## config.mk

```make
export PLATFORM = sky130hd
export DESIGN_NAME = taylor_sin_cos_exp_unit_flat
export DESIGN_NICKNAME = d
export VERILOG_FILES = /design/src/sv/tsce_pkg.sv /design/src/sv/tsce_req_if.sv /design/src/sv/tsce_rsp_if.sv /design/src/sv/taylor_sin_cos_exp_unit.sv /design/src/flat_wrapper.sv
export SDC_FILE = /design/constraint.sdc
export NUM_CORES = 2
export LEC_CHECK = 0
export BUFFER_PORTS_ARGS = -buffer_cell sky130_fd_sc_hd__buf_2
export CAP_MARGIN = 20
export CORE_UTILIZATION = 34
export CTS_CLUSTER_DIAMETER = 40
export DETAILED_ROUTE_END_ITERATION = 8
export PLACE_DENSITY = 0.59
export SYNTH_ARGS = -nofsm -noshare
export SYNTH_HDL_FRONTEND = slang
export SYNTH_SLANG_ARGS = --single-unit
export TNS_END_PERCENT = 1
```

## constraint.sdc

```tcl
create_clock -name clock -period 42.8 [get_ports clock]
set_input_delay 2.14 -clock clock [delete_from_list [all_inputs] [get_ports clock]]
set_output_delay 2.14 -clock clock [all_outputs]
set_load 0.005 [all_outputs]
```

## src/sv/tsce_pkg.sv

```systemverilog
`timescale 1ns / 1ps
// ----------------------------------------------------------------------------
// Taylor sine/cosine/exponential package
// Shared widths, opcodes, argument limits and sequencer states.
// ----------------------------------------------------------------------------
package tsce_pkg;

   localparam int OPCODE_W     = 2;
   localparam int ARG_W        = 32;
   localparam int RESULT_W     = 48;
   localparam int TERM_COUNT_W = 7;
   localparam int AX_W         = 28;
   localparam int MAG_W        = 56;
   localparam int SUM_W        = 64;
   localparam int PROD_W       = 2 * AX_W;
   localparam int QUO_W        = 64;
   localparam int DIGITS_PER_CYCLE = 8;
   localparam int DIV_CYCLES   = QUO_W / DIGITS_PER_CYCLE;
   localparam int DCNT_W       = $clog2(DIV_CYCLES);
   localparam int SHIFT_OUT    = 16;
   localparam int MUL_SHIFT    = 24;

   localparam logic [OPCODE_W-1:0] OP_SIN     = 2'd0;
   localparam logic [OPCODE_W-1:0] OP_COS     = 2'd1;
   localparam logic [OPCODE_W-1:0] OP_EXP     = 2'd2;
   localparam logic [OPCODE_W-1:0] OP_INVALID = 2'd3;

   localparam logic [ARG_W-1:0] TRIG_LIMIT    = 32'h0800_0000;
   localparam logic [ARG_W-1:0] EXP_POS_LIMIT = 32'h0A80_0000;
   localparam logic [ARG_W-1:0] EXP_NEG_LIMIT = 32'h0800_0000;

   localparam logic [MAG_W-1:0] ONE_Q40 = 56'h00_0100_0000_0000;

   localparam logic [TERM_COUNT_W-1:0] TERM_COUNT_RESET = 7'd48;

   typedef enum logic [2:0] {
      ST_IDLE,
      ST_ACC,
      ST_MUL_LO,
      ST_MUL_HI,
      ST_DIV,
      ST_FIN
   } state_type;

endpackage

```

## src/sv/tsce_req_if.sv

```systemverilog
`timescale 1ns / 1ps
// ----------------------------------------------------------------------------
// Taylor unit request channel
// Valid/ready channel carrying the opcode and the Q8.24 argument.
// ----------------------------------------------------------------------------
interface tsce_req_if;
   logic                                valid;
   logic                                ready;
   logic [tsce_pkg::OPCODE_W-1:0]       opcode;
   logic signed [tsce_pkg::ARG_W-1:0]   arg_x;

   modport source (output valid, output opcode, output arg_x, input ready);
   modport sink   (input valid, input opcode, input arg_x, output ready);
endinterface

```

## src/sv/tsce_rsp_if.sv

```systemverilog
`timescale 1ns / 1ps
// ----------------------------------------------------------------------------
// Taylor unit response channel
// Valid/ready channel carrying the Q24.24 result and the range flag.
// ----------------------------------------------------------------------------
interface tsce_rsp_if;
   logic                                 valid;
   logic                                 ready;
   logic signed [tsce_pkg::RESULT_W-1:0] result_value;
   logic                                 out_of_range;

   modport source (output valid, output result_value, output out_of_range, input ready);
   modport sink   (input valid, input result_value, input out_of_range, output ready);
endinterface

```

## src/sv/taylor_sin_cos_exp_unit.sv

```systemverilog
`timescale 1ns / 1ps
// ----------------------------------------------------------------------------
// Taylor series sine/cosine/exponential unit
// Sums N terms with one shared 28x28 multiplier and an 8-digit-per-cycle divider.
// ----------------------------------------------------------------------------
// Sequence: each term is added to the sum; before each further term the magnitude
//   is scaled by one factor for exp and two for sin/cos, each factor being a
//   low and a high multiply step and then the divide steps; invalid opcode goes straight to finish.
// Throughput: one item at a time; the next request is taken in the cycle
//   after the response register loads. Reset is synchronous: sequencer idle,
//   response invalid, term_count back to 48.
module taylor_sin_cos_exp_unit #(
   parameter int MAX_TERMS = 64
) (
   input  logic                                  clock,
   input  logic                                  reset,
   tsce_req_if.sink                              req_if,
   tsce_rsp_if.source                            rsp_if,
   input  logic                                  csr_write_en,
   input  logic [tsce_pkg::TERM_COUNT_W-1:0]     csr_write_data
);

   localparam int CNT_W = (MAX_TERMS > 1) ? $clog2(MAX_TERMS) : 1;
   localparam int DIV_W = CNT_W + 2;
   localparam logic [tsce_pkg::TERM_COUNT_W-1:0] MAX_TC =
      tsce_pkg::TERM_COUNT_W'(MAX_TERMS);
   localparam logic [CNT_W-1:0] MAX_LAST = CNT_W'(MAX_TERMS - 1);

   tsce_pkg::state_type state_ff, state_in;

   logic [tsce_pkg::TERM_COUNT_W-1:0] term_count_ff;
   logic [tsce_pkg::OPCODE_W-1:0]     op_ff, op_in;
   logic                              neg_ff, neg_in;
   logic [tsce_pkg::AX_W-1:0]         ax_ff, ax_in;
   logic                              oor_ff, oor_in;
   logic [tsce_pkg::MAG_W-1:0]        m_ff, m_in;
   logic [tsce_pkg::SUM_W-1:0]        sum_ff, sum_in;
   logic [CNT_W-1:0]                  idx_ff, idx_in;
   logic [CNT_W-1:0]                  last_ff, last_in;
   logic                              phase_ff, phase_in;
   logic [tsce_pkg::PROD_W-1:0]       prod_ff, prod_in;
   logic [tsce_pkg::QUO_W-1:0]        quo_ff, quo_in;
   logic [DIV_W-1:0]                  rem_ff, rem_in;
   logic [tsce_pkg::DCNT_W-1:0]       dcnt_ff, dcnt_in;
   logic                              rsp_valid_ff, rsp_valid_in;
   logic [tsce_pkg::RESULT_W-1:0]     rsp_value_ff, rsp_value_in;
   logic                              rsp_oor_ff, rsp_oor_in;

   logic [tsce_pkg::ARG_W-1:0]        raw_u;
   logic [tsce_pkg::ARG_W-1:0]        ax_abs;
   logic [tsce_pkg::ARG_W-1:0]        ax_lim;
   logic [tsce_pkg::ARG_W-1:0]        ax_clamp;
   logic                              ax_over;
   logic [CNT_W-1:0]                  last_calc;

   logic [tsce_pkg::AX_W-1:0]         mul_a;
   logic [tsce_pkg::PROD_W-1:0]       mul_p;
   logic [tsce_pkg::PROD_W+tsce_pkg::AX_W-1:0] mul_full;
   logic [DIV_W-1:0]                  divisor;
   logic [DIV_W-1:0]                  idx_ext;
   logic [tsce_pkg::QUO_W-1:0]        div_q;
   logic [DIV_W-1:0]                  div_r;
   logic                              term_neg;
   logic                              rsp_load;

   // argument magnitude, clamp and term count for a new transfer
   always_comb begin
      raw_u  = $unsigned(req_if.arg_x);
      ax_abs = raw_u[tsce_pkg::ARG_W-1] ? (~raw_u + 1'b1) : raw_u;
      if (req_if.opcode == tsce_pkg::OP_EXP) begin
         ax_lim = raw_u[tsce_pkg::ARG_W-1] ? tsce_pkg::EXP_NEG_LIMIT
                                           : tsce_pkg::EXP_POS_LIMIT;
      end else begin
         ax_lim = tsce_pkg::TRIG_LIMIT;
      end
      ax_over  = ax_abs > ax_lim;
      ax_clamp = ax_over ? ax_lim : ax_abs;
      if (term_count_ff == '0) begin
         last_calc = '0;
      end else if (term_count_ff > MAX_TC) begin
         last_calc = MAX_LAST;
      end else begin
         last_calc = CNT_W'(term_count_ff - 1'b1);
      end
   end

   // shared multiplier: low then high half of the magnitude
   assign mul_a = (state_ff == tsce_pkg::ST_MUL_HI) ? m_ff[tsce_pkg::MAG_W-1:tsce_pkg::AX_W]
                                                    : m_ff[tsce_pkg::AX_W-1:0];
   assign mul_p = mul_a * ax_ff;
   assign mul_full = {{tsce_pkg::AX_W{1'b0}}, prod_ff} + {mul_p, {tsce_pkg::AX_W{1'b0}}};

   // factorial factor for the current step
   always_comb begin
      idx_ext = DIV_W'(idx_ff);
      case (op_ff)
         tsce_pkg::OP_SIN: divisor = (idx_ext << 1) + (phase_ff ? DIV_W'(3) : DIV_W'(2));
         tsce_pkg::OP_COS: divisor = (idx_ext << 1) + (phase_ff ? DIV_W'(2) : DIV_W'(1));
         default:          divisor = idx_ext + DIV_W'(1);
      endcase
   end

   // restoring division, eight quotient digits per cycle
   always_comb begin
      logic [DIV_W:0] rt;
      div_q = quo_ff;
      div_r = rem_ff;
      for (int k = 0; k < tsce_pkg::DIGITS_PER_CYCLE; k++) begin
         rt    = {div_r, div_q[tsce_pkg::QUO_W-1]};
         div_q = {div_q[tsce_pkg::QUO_W-2:0], 1'b0};
         if (rt >= {1'b0, divisor}) begin
            rt       = rt - {1'b0, divisor};
            div_q[0] = 1'b1;
         end
         div_r = rt[DIV_W-1:0];
      end
   end

   always_comb begin
      case (op_ff)
         tsce_pkg::OP_SIN: term_neg = neg_ff ^ idx_ff[0];
         tsce_pkg::OP_COS: term_neg = idx_ff[0];
         default:          term_neg = neg_ff & idx_ff[0];
      endcase
   end

   assign rsp_load = (state_ff == tsce_pkg::ST_FIN) && (!rsp_valid_ff || rsp_if.ready);

   // sequencer
   always_comb begin
      state_in     = state_ff;
      op_in        = op_ff;
      neg_in       = neg_ff;
      ax_in        = ax_ff;
      oor_in       = oor_ff;
      m_in         = m_ff;
      sum_in       = sum_ff;
      idx_in       = idx_ff;
      last_in      = last_ff;
      phase_in     = phase_ff;
      prod_in      = prod_ff;
      quo_in       = quo_ff;
      rem_in       = rem_ff;
      dcnt_in      = dcnt_ff;
      rsp_valid_in = rsp_valid_ff && !rsp_if.ready;
      rsp_value_in = rsp_value_ff;
      rsp_oor_in   = rsp_oor_ff;
      case (state_ff)
         tsce_pkg::ST_IDLE: begin
            if (req_if.valid) begin
               op_in    = req_if.opcode;
               neg_in   = raw_u[tsce_pkg::ARG_W-1];
               ax_in    = ax_clamp[tsce_pkg::AX_W-1:0];
               oor_in   = ax_over || (req_if.opcode == tsce_pkg::OP_INVALID);
               sum_in   = '0;
               idx_in   = '0;
               last_in  = last_calc;
               phase_in = 1'b0;
               if (req_if.opcode == tsce_pkg::OP_SIN) begin
                  m_in = {{(tsce_pkg::MAG_W - tsce_pkg::AX_W - 16){1'b0}},
                          ax_clamp[tsce_pkg::AX_W-1:0], 16'h0000};
               end else begin
                  m_in = tsce_pkg::ONE_Q40;
               end
               state_in = (req_if.opcode == tsce_pkg::OP_INVALID) ? tsce_pkg::ST_FIN
                                                                  : tsce_pkg::ST_ACC;
            end
         end
         tsce_pkg::ST_ACC: begin
            if (term_neg) begin
               sum_in = sum_ff - {{(tsce_pkg::SUM_W - tsce_pkg::MAG_W){1'b0}}, m_ff};
            end else begin
               sum_in = sum_ff + {{(tsce_pkg::SUM_W - tsce_pkg::MAG_W){1'b0}}, m_ff};
            end
            state_in = (idx_ff == last_ff) ? tsce_pkg::ST_FIN : tsce_pkg::ST_MUL_LO;
         end
         tsce_pkg::ST_MUL_LO: begin
            prod_in  = mul_p;
            state_in = tsce_pkg::ST_MUL_HI;
         end
         tsce_pkg::ST_MUL_HI: begin
            quo_in   = tsce_pkg::QUO_W'(mul_full >> tsce_pkg::MUL_SHIFT);
            rem_in   = '0;
            dcnt_in  = '0;
            state_in = tsce_pkg::ST_DIV;
         end
         tsce_pkg::ST_DIV: begin
            quo_in  = div_q;
            rem_in  = div_r;
            dcnt_in = dcnt_ff + 1'b1;
            if (dcnt_ff == tsce_pkg::DCNT_W'(tsce_pkg::DIV_CYCLES - 1)) begin
               m_in = div_q[tsce_pkg::MAG_W-1:0];
               if ((op_ff != tsce_pkg::OP_EXP) && !phase_ff) begin
                  phase_in = 1'b1;
                  state_in = tsce_pkg::ST_MUL_LO;
               end else begin
                  phase_in = 1'b0;
                  idx_in   = idx_ff + 1'b1;
                  state_in = tsce_pkg::ST_ACC;
               end
            end
         end
         tsce_pkg::ST_FIN: begin
            if (rsp_load) begin
               rsp_valid_in = 1'b1;
               rsp_value_in = sum_ff[tsce_pkg::SUM_W-1:tsce_pkg::SHIFT_OUT];
               rsp_oor_in   = oor_ff;
               state_in     = tsce_pkg::ST_IDLE;
            end
         end
         default: begin
            state_in = tsce_pkg::ST_IDLE;
         end
      endcase
   end

   always_ff @(posedge clock) begin
      if (reset) begin
         state_ff      <= tsce_pkg::ST_IDLE;
         rsp_valid_ff  <= 1'b0;
         term_count_ff <= tsce_pkg::TERM_COUNT_RESET;
      end else begin
         state_ff     <= state_in;
         rsp_valid_ff <= rsp_valid_in;
         if (csr_write_en) begin
            term_count_ff <= csr_write_data;
         end
      end
   end

   always_ff @(posedge clock) begin
      op_ff        <= op_in;
      neg_ff       <= neg_in;
      ax_ff        <= ax_in;
      oor_ff       <= oor_in;
      m_ff         <= m_in;
      sum_ff       <= sum_in;
      idx_ff       <= idx_in;
      last_ff      <= last_in;
      phase_ff     <= phase_in;
      prod_ff      <= prod_in;
      quo_ff       <= quo_in;
      rem_ff       <= rem_in;
      dcnt_ff      <= dcnt_in;
      rsp_value_ff <= rsp_value_in;
      rsp_oor_ff   <= rsp_oor_in;
   end

   assign req_if.ready        = (state_ff == tsce_pkg::ST_IDLE);
   assign rsp_if.valid        = rsp_valid_ff;
   assign rsp_if.result_value = $signed(rsp_value_ff);
   assign rsp_if.out_of_range = rsp_oor_ff;

endmodule

```

## src/flat_wrapper.sv

```systemverilog
// flat-port wrapper written by rule: the top's interface ports become plain ports
module taylor_sin_cos_exp_unit_flat 
#(
   parameter int MAX_TERMS = 64
)
  (clock, reset, csr_write_en, csr_write_data, req_if_valid, req_if_opcode, req_if_arg_x, req_if_ready, rsp_if_valid, rsp_if_result_value, rsp_if_out_of_range, rsp_if_ready);
  tsce_req_if req_if_i ();
  tsce_rsp_if rsp_if_i ();
  input  logic clock;
  input  logic reset;
  input  logic csr_write_en;
  input  logic [tsce_pkg::TERM_COUNT_W-1:0] csr_write_data;
  input wire logic [$bits(req_if_i.valid)-1:0] req_if_valid;
  input wire logic [$bits(req_if_i.opcode)-1:0] req_if_opcode;
  input wire logic [$bits(req_if_i.arg_x)-1:0] req_if_arg_x;
  output wire logic [$bits(req_if_i.ready)-1:0] req_if_ready;
  output wire logic [$bits(rsp_if_i.valid)-1:0] rsp_if_valid;
  output wire logic [$bits(rsp_if_i.result_value)-1:0] rsp_if_result_value;
  output wire logic [$bits(rsp_if_i.out_of_range)-1:0] rsp_if_out_of_range;
  input wire logic [$bits(rsp_if_i.ready)-1:0] rsp_if_ready;
  assign req_if_i.valid = req_if_valid;
  assign req_if_i.opcode = req_if_opcode;
  assign req_if_i.arg_x = req_if_arg_x;
  assign req_if_ready = req_if_i.ready;
  assign rsp_if_valid = rsp_if_i.valid;
  assign rsp_if_result_value = rsp_if_i.result_value;
  assign rsp_if_out_of_range = rsp_if_i.out_of_range;
  assign rsp_if_i.ready = rsp_if_ready;
  taylor_sin_cos_exp_unit #(.MAX_TERMS(MAX_TERMS)) u_core (.clock(clock), .reset(reset), .req_if(req_if_i), .rsp_if(rsp_if_i), .csr_write_en(csr_write_en), .csr_write_data(csr_write_data));
endmodule
```

## Word level (Yosys, flattened, before mapping)

Index checks and enable logic that the tools add are counted.
Widths: inputs -> output; s select.

- Register bits after elaboration: 356
- Latch bits: 0
- Memory bits (writable): 0
- Memory bits (read-only): 0
- Input port bits: 46
- Output and inout bits: 51
- Word-level logic and storage cells: 139
- Memories: 0

- $add $sub $neg: 18
- $mul: 1
- Divide/modulo/power cells: 0
- Order comparisons: 10
- Equality and inequality tests: 15
- Shifts and indexed selects: 0
- Muxes and demuxes: 53
- Bitwise gates (word level): 3
- Reduce and logical (&&, ||, !) cells: 21

Operators by type and width:

| cell | count |
|---|---|
| $pmux 64 s2 | 2 |
| $mux 64 | 2 |
| $mux 56 | 2 |
| $pmux 56 s2 | 1 |
| $add 56x84->84 | 1 |
| $ge 9x8->1 | 8 |
| $add 64x56->64 | 1 |
| $mux 8 | 8 |
| $sub 64x56->64 | 1 |
| $sub 8x8->8 | 8 |
| $mul 28x28->56 | 1 |
| $mux 28 | 2 |
| $mux 26 | 2 |
| $mux 44 | 1 |
| $add 32x1->32 const B | 1 |
| $gt 32x28->1 | 1 |
| $mux 32 | 1 |
| $not 32->32 | 1 |
| $pmux 8 s2 | 2 |
| $mux 6 | 4 |
| $pmux 3 s6 | 1 |
| $add 7x8->8 | 2 |
| $mux 3 | 5 |
| $mux 1 | 14 |
| other kinds (29) | 49 |

## Logic depth before layout (Yosys ltp)

- Word-level depth: 21
- Mapped depth: 99
- Gate-level depth less buffers: 94

## Worst setup path after synthesis

OpenSTA, ideal clock, no wires.

- Path type: register -> register
- Start point: reg u_core.op_ff[1] (netlist name)
- End point: reg u_core.rem_ff[2], data pin
- Library setup time: 0.256 ns
- Data arrival time: 18.706 ns
- Required time: 42.544 ns
- Slack: 23.839 ns
- Stages on the path, launching flop included: 93
- Path buffers: 8
- Period minus slack after synthesis: 18.961 ns
- Cell sequence: edfxtp_1 -> clkbuf_1 -> or3_1 -> ha_1 -> ha_1 -> o21ai_0 -> ha_1 -> nor2_1 -> a211oi_1 -> or4_4 -> nand2_1 -> nor2_1 -> a21oi_1 -> inv_1 -> ha_1 -> nor2b_1 -> o2111ai_1 -> nand3_1 -> (+57 left out) -> o21ai_0 -> a21o_1 -> a2111o_1 -> buf_2 -> mux2i_1 -> ha_1 -> a21o_1 -> a21o_1 -> a21o_1 -> a21oi_1 -> o21bai_1 -> a21oi_1 -> o21ai_0 -> a21o_1 -> nor2_1 -> mux2i_2 -> buf_6 -> o211a_1

- Longest elaborated chain between the ends: 19
- Elaborated cells on any way between the ends: 28
- Classes of those cells: add/sub (8); order compare (8); eq/ne (1); mux (10); reduce/logical (1)

RTL lines:

| item | RTL line | text |
|---|---|---|
| start: declaration | taylor_sin_cos_exp_unit.sv:32 | `logic [tsce_pkg::OPCODE_W-1:0] op_ff, op_in;` |
| start signal: assignment | taylor_sin_cos_exp_unit.sv:232 | `op_ff <= op_in;` |
| $eq 2x1->1 or $logic_not 2->1 (tied branches) | taylor_sin_cos_exp_unit.sv:96 | `case (op_ff)` |
| $pmux 8 s2 * | taylor_sin_cos_exp_unit.sv:96 |  |
| $sub 8x8->8 or $ge 9x8->1 (tied branches) | taylor_sin_cos_exp_unit.sv:112, taylor_sin_cos_exp_unit.sv:111 |  |
| $mux 8 | taylor_sin_cos_exp_unit.sv:111 | `if (rt >= {1'b0, divisor}) begin` |
| $sub 8x8->8 or $ge 9x8->1 (tied branches) | taylor_sin_cos_exp_unit.sv:112, taylor_sin_cos_exp_unit.sv:111 |  |
| $mux 8 | taylor_sin_cos_exp_unit.sv:111 |  |
| $sub 8x8->8 or $ge 9x8->1 (tied branches) | taylor_sin_cos_exp_unit.sv:112, taylor_sin_cos_exp_unit.sv:111 |  |
| $mux 8 | taylor_sin_cos_exp_unit.sv:111 |  |
| (+3 left out) | - |  |
| $mux 8 | taylor_sin_cos_exp_unit.sv:111 |  |
| $sub 8x8->8 or $ge 9x8->1 (tied branches) | taylor_sin_cos_exp_unit.sv:112, taylor_sin_cos_exp_unit.sv:111 |  |
| $mux 8 | taylor_sin_cos_exp_unit.sv:111 |  |
| $sub 8x8->8 or $ge 9x8->1 (tied branches) | taylor_sin_cos_exp_unit.sv:112, taylor_sin_cos_exp_unit.sv:111 |  |
| $mux 8 | taylor_sin_cos_exp_unit.sv:111 |  |
| $ge 9x8->1 or $sub 8x8->8 (tied branches) | taylor_sin_cos_exp_unit.sv:111, taylor_sin_cos_exp_unit.sv:112 |  |
| $mux 8 * | taylor_sin_cos_exp_unit.sv:111 |  |
| $pmux 8 s2 * | taylor_sin_cos_exp_unit.sv:148 | `case (state_ff)` |
| end signal: assignment | taylor_sin_cos_exp_unit.sv:243 | `rem_ff <= rem_in;` |
| end: declaration | taylor_sin_cos_exp_unit.sv:43 | `logic [DIV_W-1:0] rem_ff, rem_in;` |

Mark *: on every way between the ends. The rest lies on a longest branch, timed or not.
A chain may end at the register's enable or synchronous reset.

## Worst setup path after layout

- Start point: reg u_core.op_ff[1] (netlist name)
- End point: reg u_core.quo_ff[0] (netlist name), data pin

- Longest elaborated chain between the ends: 19
- Elaborated cells on any way between the ends: 27
- Classes of those cells: add/sub (7); order compare (8); eq/ne (1); mux (10); reduce/logical (1)

RTL lines:

| item | RTL line | text |
|---|---|---|
| $eq 2x1->1 or $logic_not 2->1 (tied branches) | taylor_sin_cos_exp_unit.sv:96 |  |
| $pmux 8 s2 * | taylor_sin_cos_exp_unit.sv:96 |  |
| $sub 8x8->8 or $ge 9x8->1 (tied branches) | taylor_sin_cos_exp_unit.sv:112, taylor_sin_cos_exp_unit.sv:111 |  |
| $mux 8 | taylor_sin_cos_exp_unit.sv:111 |  |
| $sub 8x8->8 or $ge 9x8->1 (tied branches) | taylor_sin_cos_exp_unit.sv:112, taylor_sin_cos_exp_unit.sv:111 |  |
| $mux 8 | taylor_sin_cos_exp_unit.sv:111 |  |
| $sub 8x8->8 or $ge 9x8->1 (tied branches) | taylor_sin_cos_exp_unit.sv:112, taylor_sin_cos_exp_unit.sv:111 |  |
| $mux 8 | taylor_sin_cos_exp_unit.sv:111 |  |
| (+4 left out) | - |  |
| $sub 8x8->8 or $ge 9x8->1 (tied branches) | taylor_sin_cos_exp_unit.sv:112, taylor_sin_cos_exp_unit.sv:111 |  |
| $mux 8 | taylor_sin_cos_exp_unit.sv:111 |  |
| $sub 8x8->8 or $ge 9x8->1 (tied branches) | taylor_sin_cos_exp_unit.sv:112, taylor_sin_cos_exp_unit.sv:111 |  |
| $mux 8 | taylor_sin_cos_exp_unit.sv:111 |  |
| $ge 9x8->1 * | taylor_sin_cos_exp_unit.sv:111 |  |
| $mux 1 * | taylor_sin_cos_exp_unit.sv:111 |  |
| $pmux 64 s2 * | taylor_sin_cos_exp_unit.sv:148 |  |
| via u_core.quo_in, one bit | taylor_sin_cos_exp_unit.sv:42 | `logic [tsce_pkg::QUO_W-1:0] quo_ff, quo_in;` |
| end signal: assignment | taylor_sin_cos_exp_unit.sv:242 | `quo_ff <= quo_in;` |
| end: declaration | taylor_sin_cos_exp_unit.sv:42 |  |

Mark *: on every way through the listed nets, which the timed path passes. The rest lies on a longest branch.

==> run metrics <==
status=complete, no violations; critical path depth=89; Tightest Hold Check Type=register to register; gr ovfl total=0; CP bufs+invs=3; vias in the first global route=36500; CP arrival=22.57 ns; drt drc=0; slowest cell on the critical path=edfxtp_1; Worst Path Class, Setup=register to register; Max-slew headroom=between 20% and 30%; Clk pin slew, worst setup/hold paths=roughly 0.060 ns; top cells by count, synth=inv_1, nand2_1, fa_1; Post CTS Setup Buffer Count=0; MaxCap Viol Count=0; Rows=137; initial antenna violation count=6; clk_lat worst skew=0.61 ns; Fin. Hold Viols=0; DRT iter0 DRCs=2505; IO Pins=between 90 and 100; synthesized area=47800 sq um; top sig layer=met5; crit start category=register; CTS Buf Count=52; hold path endpoint=u_core.rsp_if.out_of_range; FFs w/ async S/R, synth=0%; core area=about 140000 sq um; WHS=~0.44 ns; nets=6221; Clk Tree Root Cell=clkbuf_16; syn nets=6224; routed via count=35800; Seq cells post-synth=roughly 330; Met2 Wirelength=62200 um; Clock Path Buffers=3; Hold Path Stages=0; first-pass GRT wire length=roughly 210000 um; die width=~380 um; synthesized instance count=5118; Crit. End Element=register; CP max FO=20; Worst EP required=43.12 ns; critical path's top delay family=compound AO/OA/AOI/OAI gates; largest net degree at the start of global routing=between 70 and 80; dominant synthesized flop cell=edfxtp_1; Area Growth Syn to Fin=8.98%; Syn Area/Cell=approximately 9.3 sq um; final setup vio count=0; YS warnings=0; CP peak stage delay=around 0.65 ns; 1st-pass router iterations=5; Synth area leaders=fa_1, edfxtp_1, ha_1, inv_1, nand2_1; Placer Congestion=0.931; WL met3=8080 um; routed len/inst=around 19 um; Hold Buf Count CTS=0; Die Y=377 um; H-tree levels=2; Netlist cell types=82; Final Max Tran Viols=0; Post-DP HPWL=107000 um; final wirelength=136000 um; Detail Route Antenna Nets=0; final setup TNS=0 ns; Worst Skew=0.0563 ns; Tcrit/Tclk final=between 50% and 60%; maximum clock rate=44.9 MHz; count leader, synth=inv_1; share of the synthesized area in the top cell type=28.7%; RSZ-0062 raised after global routing=no; worst r2r path cells=slightly below 90; CTS sink cnt=approximately 330; number of flops mapped to enable cells by yosys=321; port bufs=96; CTS tree=yes; GRT Util Overall=19.2%; Worst Tran Pin Value=1.16 ns; fraction of layout cells with a size suffix above 1=under 10%; die area=142000 sq um; Initial Utilization=34.2%; Synth area leader=fa_1; diode count=0; Most common cell on crit path=a21oi_1; post-synthesis sequential area ratio=20.6%; min Tclk post-route=22.25 ns; routed vias/inst=5.09; worst reg2reg setup slack=20.55 ns; M1 wire length=61300 um; R2R Path End=u_core.quo_ff[0]; CTS resizes=0; R2R Path Start=u_core.op_ff[1]; Hold Startpoint=u_core.oor_ff
==> placed cells by master (no fill, tap or decap), types with 22 or more instances in the layout <==
cell and instances:
a211oi_1 23, a21o_1 153, a21oi_1 187, a31oi_1 22
and2_1 221, and3_1 45, buf_2 96, buf_4 62
clkbuf_16 52, edfxtp_1 321, fa_1 684, ha_1 376
inv_1 802, mux2_2 47, mux2i_1 39, nand2_1 752
nand2b_1 39, nand3_1 48, nand4_1 32, nor2_1 240
nor2b_1 38, nor3_1 59, o21ai_0 162, o21ai_1 26
o21bai_1 29, o31ai_1 28, or3_1 25, xnor2_1 160
xor2_1 135
==> layout make-up <==
type	count	area (sq um)
Timing Repair Buffer	159	973
Fill cell	14100	87500
Clock buffer	56	1320
Clock inverter	42	455
Inverter	805	3020
Sequential cell	332	9860
Tap cell	1876	2350
Multi-Input combinational cell	3765	34100
==> how the worst max path moves through the flow <==
stage,slack [ns],to,start
final,20.55,u_core.quo_ff[0],u_core.op_ff[1]
after global routing,18.63,u_core.quo_ff[0],u_core.op_ff[1]
after CTS,20.39,u_core.quo_ff[0],u_core.op_ff[1]
after detailed placement,20.51,u_core.quo_ff[0],u_core.op_ff[1]
after global placement,20.55,u_core.quo_ff[0],u_core.op_ff[1]
after floorplan,23.84,u_core.rem_ff[2],u_core.op_ff[1]
==> per-stage QoR <==
stage / std cells / util, % / instance area (sq um) / setup WS [ns]
after detailed placement: 6936 / 36.0 / 50300 / 20.51
after CTS: 7034 / 37.3 / 52000 / 20.39
after global placement: 6936 / 36.0 / 50300 / 20.55
after global routing: 7035 / 37.3 / 52100 / 18.63
final: 7035 / 37.3 / 52100 / 20.55
after floorplan: 5118 / - / 47800 / 23.84
==> registers in the layout, indices dropped and copies added (netlist names) <==
register                    cells
u_core.oor_ff                   1
u_core.quo_ff                  64
u_core.rsp_if.result_value     48
u_core.state_ff                 3
u_core.m_ff                    56
u_core.prod_ff                 32
u_core.sum_ff                  64
u_core.last_ff                  6
u_core.rsp_if.out_of_range      1
u_core.ax_ff                   28
u_core.op_ff                    2
u_core.dcnt_ff                  3
u_core.rem_ff                   8
u_core.phase_ff                 1
u_core.rsp_if.valid             1
u_core.neg_ff                   1
u_core.term_count_ff            7
u_core.idx_ff                   6
==> layer usage <==
metal / vias to the layer above / global-route usage [%]
li1: 16600 / -
met1: 18000 / 26.5
met2: 1026 / 31.1
met3: 198 / 2.89
met4: 4 / 5.91
met5: - / 0
==> cells by family after synthesis <==
family	after synthesis	share of synthesized area, %
and+or+nand+nor	1563	15.2
adders and majority gates	1062	38.5
buffers and inverters	1021	8.07
AOI/OAI and AO/OA	754	10.1
DFF	332	20.6
xor gates and xnor gates	295	5.41
muxes	91	2.08
==> worst register-to-register path: cells and delay by family (launching register included) <==
kind	cells	cell delay, ns
DFF	1	0.65
AOI/OAI and AO/OA	49	11.54
muxes	6	2.31
and+or+nand+nor	22	4.48
buffers and inverters	3	0.25
adders and majority gates	9	2.79
Power is not shown: default switching activity piles up to over one toggle a cycle in this logic, so the estimate is an artifact.
